===== src/hdl/ttb_pkg.sv =====
// Shared widths, controller states and command/status structs for the
// triangle tangent/binormal block. No dependencies.
`timescale 1ns / 1ps
package ttb_pkg;
  localparam int PosW  = 32;  // Q16.16 position
  localparam int TexW  = 24;  // Q8.16 texture coordinate
  localparam int EdgeW = 33;  // position difference
  localparam int DltW  = 25;  // texture difference
  localparam int MulW  = 34;  // shared multiplier operand
  localparam int ProdW = 2 * MulW;
  localparam int VecW  = 59;  // unnormalized tangent/binormal component
  localparam int MagW  = 58;  // its magnitude
  localparam int NrmW  = 30;  // magnitude after normalizing shift
  localparam int SumW  = 62;  // sum of three squares
  localparam int RootW = 63;  // square root iteration width
  localparam int LenW  = 32;  // vector length
  localparam int DivW  = 47;  // divider remainder
  localparam int QW    = 17;  // quotient
  localparam int OutW  = 16;  // Q1.14 result
  localparam int FracW = 14;
  localparam int SqrtSteps = RootW / 2 + 1;
  localparam int DivSteps  = QW - 1;
  localparam logic [QW-1:0] QOne = QW'(16384);

  typedef enum logic [3:0] {
    ST_IDLE, ST_PROD, ST_NLOAD, ST_NCHK, ST_NSHIFT, ST_NSQ, ST_SQI,
    ST_SQRT, ST_DIVI, ST_DIV, ST_DIVS, ST_NEXTV, ST_DONE
  } state_t;

  typedef struct packed {
    logic       store_first;
    logic       store_second;
    logic       capture;
    logic       mul_en;
    logic       mul_second;
    logic       mul_sq;
    logic [2:0] idx;
    logic       acc_load;
    logic       res_store;
    logic       norm_load;
    logic       vec_sel;
    logic       vec_clear;
    logic       shift_en;
    logic       sum_load;
    logic       sum_add;
    logic       sqrt_init;
    logic       sqrt_step;
    logic       div_init;
    logic       div_step;
    logic       div_store;
    logic       out_load;
    logic [1:0] comp;
  } cmd_t;

  typedef struct packed {
    logic det_zero;
    logic vec_zero;
    logic shift_done;
  } sts_t;
endpackage


===== src/hdl/ttb_ctrl.sv =====
// Sequencer for vertex slots, products, normalization, square root and divide.
// Depends on ttb_pkg.
`timescale 1ns / 1ps
module ttb_ctrl (
  input  logic          clk,
  input  logic          rst,
  input  logic          vtx_valid,
  output logic          vtx_ready,
  output logic          res_valid,
  input  logic          res_ready,
  output ttb_pkg::cmd_t cmd,
  input  ttb_pkg::sts_t sts
);
  import ttb_pkg::*;

  state_t     state, state_next;
  logic [1:0] slot;
  logic [2:0] r;
  logic [4:0] cnt;
  logic [1:0] comp;
  logic       vec;
  logic       vtx_acc;

  assign vtx_ready = (state == ST_IDLE) && !((slot == 2'd2) && res_valid);
  assign vtx_acc   = vtx_valid && vtx_ready;

  always_comb begin
    state_next = state;
    unique case (state)
      ST_IDLE:   if (vtx_acc && slot == 2'd2) state_next = ST_PROD;
      ST_PROD: begin
        if (cnt == 5'd2 && r == 3'd6) state_next = sts.det_zero ? ST_DONE : ST_NLOAD;
      end
      ST_NLOAD:  state_next = ST_NCHK;
      ST_NCHK:   state_next = sts.vec_zero ? ST_NEXTV : ST_NSHIFT;
      ST_NSHIFT: if (sts.shift_done) state_next = ST_NSQ;
      ST_NSQ:    if (cnt == 5'd3) state_next = ST_SQI;
      ST_SQI:    state_next = ST_SQRT;
      ST_SQRT:   if (cnt == 5'(SqrtSteps - 1)) state_next = ST_DIVI;
      ST_DIVI:   state_next = ST_DIV;
      ST_DIV:    if (cnt == 5'(DivSteps - 1)) state_next = ST_DIVS;
      ST_DIVS:   state_next = (comp == 2'd2) ? ST_NEXTV : ST_DIVI;
      ST_NEXTV:  state_next = vec ? ST_DONE : ST_NLOAD;
      ST_DONE:   state_next = ST_IDLE;
      default:   state_next = ST_IDLE;
    endcase
  end

  always_ff @(posedge clk) begin
    if (rst) begin
      state     <= ST_IDLE;
      slot      <= 2'd0;
      r         <= 3'd0;
      cnt       <= 5'd0;
      comp      <= 2'd0;
      vec       <= 1'b0;
      res_valid <= 1'b0;
    end else begin
      state <= state_next;
      if (state == ST_PROD) begin
        if (cnt == 5'd2) begin
          cnt <= 5'd0;
          r   <= r + 3'd1;
        end else begin
          cnt <= cnt + 5'd1;
        end
      end else if (state_next != state) begin
        cnt <= 5'd0;
      end else begin
        cnt <= cnt + 5'd1;
      end
      if (state == ST_IDLE) begin
        r   <= 3'd0;
        vec <= 1'b0;
        if (vtx_acc) begin
          slot <= (slot == 2'd1) ? 2'd2 : (slot == 2'd2) ? 2'd0 : 2'd1;
        end
      end
      if (state == ST_NLOAD) comp <= 2'd0;
      if (state == ST_DIVS) comp <= comp + 2'd1;
      if (state == ST_NEXTV) vec <= 1'b1;
      if (state == ST_DONE) res_valid <= 1'b1;
      else if (res_ready) res_valid <= 1'b0;
    end
  end

  always_comb begin
    cmd = '0;
    cmd.vec_sel = vec;
    cmd.comp    = comp;
    unique case (state)
      ST_IDLE: begin
        cmd.store_first  = vtx_acc && (slot == 2'd0 || slot == 2'd3);
        cmd.store_second = vtx_acc && (slot == 2'd1);
        cmd.capture      = vtx_acc && (slot == 2'd2);
      end
      ST_PROD: begin
        cmd.idx = r;
        case (cnt)
          5'd0:    cmd.mul_en = 1'b1;
          5'd1: begin
            cmd.mul_en     = 1'b1;
            cmd.mul_second = 1'b1;
            cmd.acc_load   = 1'b1;
          end
          default: cmd.res_store = 1'b1;
        endcase
      end
      ST_NLOAD: cmd.norm_load = 1'b1;
      ST_NCHK:  cmd.vec_clear = sts.vec_zero;
      ST_NSHIFT: cmd.shift_en = !sts.shift_done;
      ST_NSQ: begin
        cmd.comp   = cnt[1:0];
        cmd.mul_sq = 1'b1;
        cmd.mul_en = (cnt != 5'd3);
        cmd.sum_load = (cnt == 5'd1);
        cmd.sum_add  = (cnt == 5'd2) || (cnt == 5'd3);
      end
      ST_SQI:   cmd.sqrt_init = 1'b1;
      ST_SQRT:  cmd.sqrt_step = 1'b1;
      ST_DIVI:  cmd.div_init = 1'b1;
      ST_DIV:   cmd.div_step = 1'b1;
      ST_DIVS:  cmd.div_store = 1'b1;
      ST_NEXTV: ;
      ST_DONE:  cmd.out_load = 1'b1;
      default:  ;
    endcase
  end
endmodule


===== config.mk =====
export PLATFORM = sky130hd
export DESIGN_NAME = ttb_ctrl
export DESIGN_NICKNAME = d
export VERILOG_FILES = /design/src/hdl/ttb_pkg.sv /design/src/hdl/ttb_ctrl.sv
export SDC_FILE = /design/constraint.sdc
export NUM_CORES = 1
export LEC_CHECK = 0
export ABC_AREA = 1
export BUFFER_PORTS_ARGS = -buffer_cell sky130_fd_sc_hd__buf_2
export CAP_MARGIN = 30
export CORE_ASPECT_RATIO = 1.4
export CORE_UTILIZATION = 30
export CTS_BUF_LIST = sky130_fd_sc_hd__clkbuf_8
export DETAILED_ROUTE_END_ITERATION = 8
export MAX_ROUTING_LAYER = met4
export PLACE_DENSITY_LB_ADDON = 0.05
export SYNTH_ARGS = -nofsm -noshare
export SYNTH_HDL_FRONTEND = slang
export SYNTH_SLANG_ARGS = --single-unit

===== constraint.sdc =====
create_clock -name clk -period 1.94 [get_ports clk]
set_input_delay 0 -clock clk [delete_from_list [all_inputs] [get_ports clk]]
set_output_delay 0 -clock clk [all_outputs]
set_load 0.01 [all_outputs]

==> results.cfg, run 1 <==
[hold_path]
hold_path_class = primary input to flip-flop

[power_and_ir_drop]
power_density_nw_per_um2 = 482.5
ir_worst_vdd_mv = 0.3795
swShare = 0.2855
leakage_nw = 0.9736
p_sw_mw = 0.2523
power_frac_comb = 0.181
power.internal_mw = 0.6315
power_frac_seq = 0.449
clock_power_share = 0.371

[timing]
setup_tns_ns = -0.2577
setup_ws_ns = -0.06327
finalCriticalPeriod_ns = 2.003
rsz0062_at_grt = yes
slew_violations = 0
period_share = 1.033
maxSlewHeadroom = 0.8109
worstMarginPinSlew_ns = 0.2812
finClkSkew_ns = 0.009770
final_hold_viol_count = 0
setup_viol = 5
fmax_mhz = 499.2

[worst_setup_path]
crit_type = flip-flop to flip-flop
required_ns = 2.14
cp_max_fo = 5
start_kind = flip-flop
cp.arrival_ns = 2.20
critPathCaptureType = flip-flop

[place]
place_congestion = 0.8218
placed_cell_area_um2 = 1648
dp.cells = 315
io_buffers = 33
hpwlAfterDp_mm = 3.143

[global_routing]
grt_max_degree = 11
grt_pass1_wl_mm = 6.451
grt_pass1_vias = 1414
grt-ovfl-total = 0
antenna_found_initial = 0
grtUsageTotal = 0.1798

[yosys]
synth.distinct_cells = 29
ys.flop_type = dfxtp_1
syn_nets = 237
synth_edf_count = 0
syn-cell-area_um2 = 1385
syn_avg_cell_area_um2 = 6.325
synthArstFlopShare = 0
synth-seq-cells = 18
syn_inst = 219
yosysWarnings = 0
synth_seq_area_share = 0.2602

[clock_tree]
clk_pin_slew_worst_paths_ns = 0.07
cts-root-buf = clkbuf_8
clk_path_buf_depth = 2
numCtsBuffers = 3
cts.htree.levels = 1
clock_latency_ns = 0.26
cts_tree = done
cts.sink_count = 18

[status]
violations = negative setup slack
outcome = finished with violations

[final_layout]
final_cells = 327
final-seq-area_um2 = 364.1
stdcell_area_um2 = 1832
fillers = 523
fin_nets = 286
drive_gt1_frac = 0.3483
area_delta_synth_final_pct = 32.25
antennaDiodeCount = 0
multi_input_area_um2 = 888.4

[detailed_routing]
num_vias = 1492
first_pass_iters = 4
drc = 0
drt-initial-drc-count = 45
wl_per_cell_um = 12.24
antenna_left = 0
routed_wl_mm = 4.004
vias_per_cell = 4.563

[floorplan]
die_area_um2 = 4896
coreArea_um2 = 4344
initial_core_util = 0.3188
num_rows = 28
ios = 34
dieHeight_um = 82.40
dieWidth_um = 59.43

[flow_run]
drv_cap = 0
-- worst max-delay path, stage by stage (launching register included) --
cell      delay [ns]
dfxtp_2         0.36
ha_4            0.15
nand2_4         0.06
nor2_4          0.12
ha_2            0.19
inv_2           0.04
o211ai_2        0.21
buf_4           0.15
nand3_1         0.09
nand2_1         0.07
nand3_1         0.09
nor2_2          0.16
nand2_4         0.10
a21oi_2         0.14
-- placed cells by master, fill, tap and decap left out, drive strengths merged --
master / n
nor3: 3
a31oi: 2
or2: 1
a211oi: 1
ha: 11
o211ai: 2
a21oi: 14
clkbuf: 4
nand2: 53
inv: 40
o31ai: 1
dfxtp: 18
buf: 48
o21ai: 6
clkinvlp: 1
clkinv: 3
nand3: 16
nand4: 4
nor3b: 1
nor2: 38
-- state kept, by name (all words and copies together), names as in the netlist --
signal	cells
state	4
comp	2
cnt	5
res_valid	1
vec	1
slot	2
r	3
-- repair_timing --
item,CTS,global route
pin swaps,0,8
buffers inserted,0,8
gates resized for setup,1,19
setup endpoints to repair,4,11
gates cloned,0,0
hold buffers,0,0
-- Yosys cell counts (all sizes together), types with 2 or more instances --
library cell,count,area [µm²]
o211ai,2,20.02
a21oi,14,73.82
nand3,16,85.08
nand4,4,25.02
nor2,38,175.2
o21ai,6,30.03
ha,11,137.6
dfxtp,18,360.4
nand2,53,224.0
inv,40,150.2
clkinv,4,17.52
nor3,3,15.01
buf,3,26.27
a31oi,2,12.51
-- worst paths after layout --
path	start	endpoint	slack [ns]	depth (start not counted)
max	cnt[0]$_SDFF_PP0_	cnt[3]$_SDFF_PP0_	-0.06	13
min	res_ready	res_valid$_SDFFE_PP0P_	0.02	4
max reg2reg	cnt[0]$_SDFF_PP0_	cnt[3]$_SDFF_PP0_	-0.06	13
min reg2reg	vec$_SDFFE_PP0P_	vec$_SDFFE_PP0P_	0.49	2
-- metrics by stage --
stage / hold slack [ns] / power, mW / util / setup WS [ns]
after floorplan: 0.05440 / 0.4805 / - / 0.1635
after global placement: 0.2764 / 0.5430 / 0.3793 / 0.06125
after detailed placement: 0.2742 / 0.5433 / 0.3793 / 0.0001830
after CTS: 0.01823 / 0.8746 / 0.3926 / 0.02497
after global routing: 0.04716 / 0.9302 / 0.4217 / -0.2037
final: 0.02441 / 0.8838 / 0.4217 / -0.06327
-- area by class of cell --
type,instances,share of cell area
Clock buffer,4,0.03005
Sequential cell,18,0.1988
Tap cell,60,0.04098
Timing Repair Buffer,48,0.1516
Inverter,44,0.09358
Multi-Input combinational cell,153,0.4850
-- routing by layer --
layer,global-route usage,vias up,part of all wire
met5,-,-,0
met2,0.3067,48,0.49
li1,-,776,-
met4,0.09048,0,0.022
met3,0.02181,10,0.041
met1,0.2041,658,0.44
-- power groups by stage --
stage | combinational [mW] | sequential (mW) | clock, mW
6_report | 0.160 | 0.397 | 0.327
2_1_floorplan | 0.0812 | 0.399 | 0
3_5_place_dp | 0.144 | 0.399 | 0
5_1_grt | 0.180 | 0.398 | 0.352
4_1_cts | 0.145 | 0.390 | 0.339
3_3_place_gp | 0.144 | 0.399 | 0
-- logic make-up after synthesis --
group | after synthesis | synth area share
adder cells (fa/ha/maj) | 11 | 0.09937
flip-flops | 18 | 0.2602
AO/OA/AOI/OAI | 26 | 0.1093
buffers and inverters | 48 | 0.1427
AND/OR/NAND/NOR | 116 | 0.3884
(Power assumes the default switching activity.)
==> inputs of run 2 (changes only) <==
- GPL_ROUTABILITY_DRIVEN: default -> 0
- SETUP_SLACK_MARGIN: default -> 0.02
==> results.cfg, run 2 (synthesis gave the netlist of run 1 again) <==
[detailed_routing]
first_pass_iters = 4
drt-initial-drc-count = 64
wl_met1_mm = 1.786
top_layer = met4
vias_per_cell = 4.635
routed_wl_mm = 4.073
wl_per_cell_um = 12.38
antenna_left = 0
wl_met2_mm = 2.007
drc = 0
wl_met3_um = 170
num_vias = 1525

[floorplan]
coreArea_um2 = 4344
dieWidth_um = 59.43
dieHeight_um = 82.40
initial_core_util = 0.3188
die_area_um2 = 4896
ios = 34
num_rows = 28

[clock_tree]
clock_latency_ns = 0.26
clk_pin_slew_worst_paths_ns = 0.07
cts-root-buf = clkbuf_8
cts.sink_count = 18
clk_path_buf_depth = 2
cts.htree.levels = 1
numCtsBuffers = 3
cts_tree = done

[timing]
final_hold_viol_count = 0
maxSlewHeadroom = 0.8046
slew_violations = 0
worstMarginPinSlew_ns = 0.2920
setup_viol = 5
fmax_mhz = 499.2
rsz0062_at_grt = yes
period_share = 1.033
setup_ws_ns = -0.06308
finalCriticalPeriod_ns = 2.003
setup_tns_ns = -0.2608
finClkSkew_ns = 0.007820

[worst_setup_path]
ff2ff_path_depth = 13
r2r_slack_ns = -0.06
cp.arrival_ns = 2.20
required_ns = 2.14
reg2reg_to = cnt[3]$_SDFF_PP0_
regToRegStartpoint = cnt[0]$_SDFF_PP0_
start_kind = flip-flop
crit_type = flip-flop to flip-flop
cp_max_fo = 5
critPathCaptureType = flip-flop

[hold_path]
worst_hold_path.endpoint = res_valid$_SDFFE_PP0P_
worstHoldPathCells = 4
hold_path_class = primary input to flip-flop
hold_start = res_ready

[flow_run]
drv_cap = 0

[global_routing]
grt_max_degree = 11
grt-ovfl-total = 0
grt_pass1_vias = 1414
grt_pass1_wl_mm = 6.451
antenna_found_initial = 0
grtUsageTotal = 0.1798

[final_layout]
area_delta_synth_final_pct = 33.51
fin_nets = 288
largest_reg_flops = 5
largest-register = cnt
final_cell_mix = 46 x nand2_1, 34 x inv_1, 33 x buf_2
largestRegisters = cnt (5), state (4), r (3)
antennaDiodeCount = 0
fillers = 520
final_cells = 329
final_common_cell = nand2_1
drive_gt1_frac = 0.3532

[place]
io_buffers = 33
hpwlAfterDp_mm = 3.143
dp.cells = 315

[power_and_ir_drop]
leakage_nw = 0.9829
power_density_nw_per_um2 = 480.4
ir_worst_vdd_mv = 0.3955

[status]
outcome = finished with violations
violations = negative setup slack
[run 2: how the worst max path moves through the flow]
stage,endpoint,cells past startpoint,slack (ns),from
finish,cnt[3]$_SDFF_PP0_,13,-0.06,cnt[0]$_SDFF_PP0_
global route,cnt[3]$_SDFF_PP0_,14,-0.20,cnt[0]$_SDFF_PP0_
CTS,cnt[0]$_SDFF_PP0_,14,0.02,cnt[0]$_SDFF_PP0_
detailed placement,cnt[3]$_SDFF_PP0_,14,0.0002,cnt[0]$_SDFF_PP0_
global placement,cnt[0]$_SDFF_PP0_,14,0.06,cnt[0]$_SDFF_PP0_
floorplan,cnt[0]$_SDFF_PP0_,14,0.16,cnt[0]$_SDFF_PP0_
[run 2: critical path, cell delays in order (launching register included)]
cell      delay, ns
dfxtp_2        0.36
ha_4           0.15
nand2_4        0.06
nor2_4         0.12
ha_2           0.19
inv_2          0.04
o211ai_2       0.21
buf_4          0.15
nand3_1        0.09
nand2_1        0.07
nand3_1        0.09
nor2_2         0.16
nand2_4        0.10
a21oi_2        0.14
[run 2: metal layers]
layer / global-route usage / up-vias
met5: - / -
met4: 0.09048 / 0
met3: 0.02181 / 12
met2: 0.3067 / 54
met1: 0.2041 / 680
li1: - / 779
[run 2: timing repair]
item / CTS / global route
hold buffers: 0 / 0
cloned: 0 / 0
setup endpoints to repair: 5 / 12
buffers inserted: 0 / 10
pin swaps: 0 / 8
resized for setup: 1 / 20
[run 2: per-stage QoR]
step / power (mW) / hold WS [ns] / cell area [µm²] / worst slack [ns] / utilization
after floorplan: 0.4805 / 0.05440 / 1385 / 0.1635 / -
after global placement: 0.5430 / 0.2764 / 1648 / 0.06125 / 0.3793
after detailed placement: 0.5433 / 0.2742 / 1648 / 0.0001830 / 0.3793
after CTS: 0.8746 / 0.01823 / 1705 / 0.02497 / 0.3926
after global routing: 0.9341 / 0.04716 / 1849 / -0.2030 / 0.4257
final: 0.8883 / 0.02190 / 1849 / -0.06308 / 0.4257
[run 2: area by class of cell]
| class | instances | area (µm²) | area share |
|---|---|---|---|
| Tap cell | 60 | 75.07 | 0.04060 |
| Timing Repair Buffer | 50 | 292.8 | 0.1583 |
| Inverter | 44 | 173.9 | 0.09405 |
| Multi-Input combinational cell | 153 | 888.4 | 0.4804 |
| Clock buffer | 4 | 55.05 | 0.02977 |
| Sequential cell | 18 | 364.1 | 0.1969 |
[run 2: power by group]
part           switching [mW]  leakage (nW)  internal (mW)  total (mW)
registers              0.0134         0.147          0.383       0.396
logic                  0.0930         0.807         0.0694       0.162
clock network           0.149        0.0288          0.181       0.330
total                   0.255         0.983          0.633       0.888
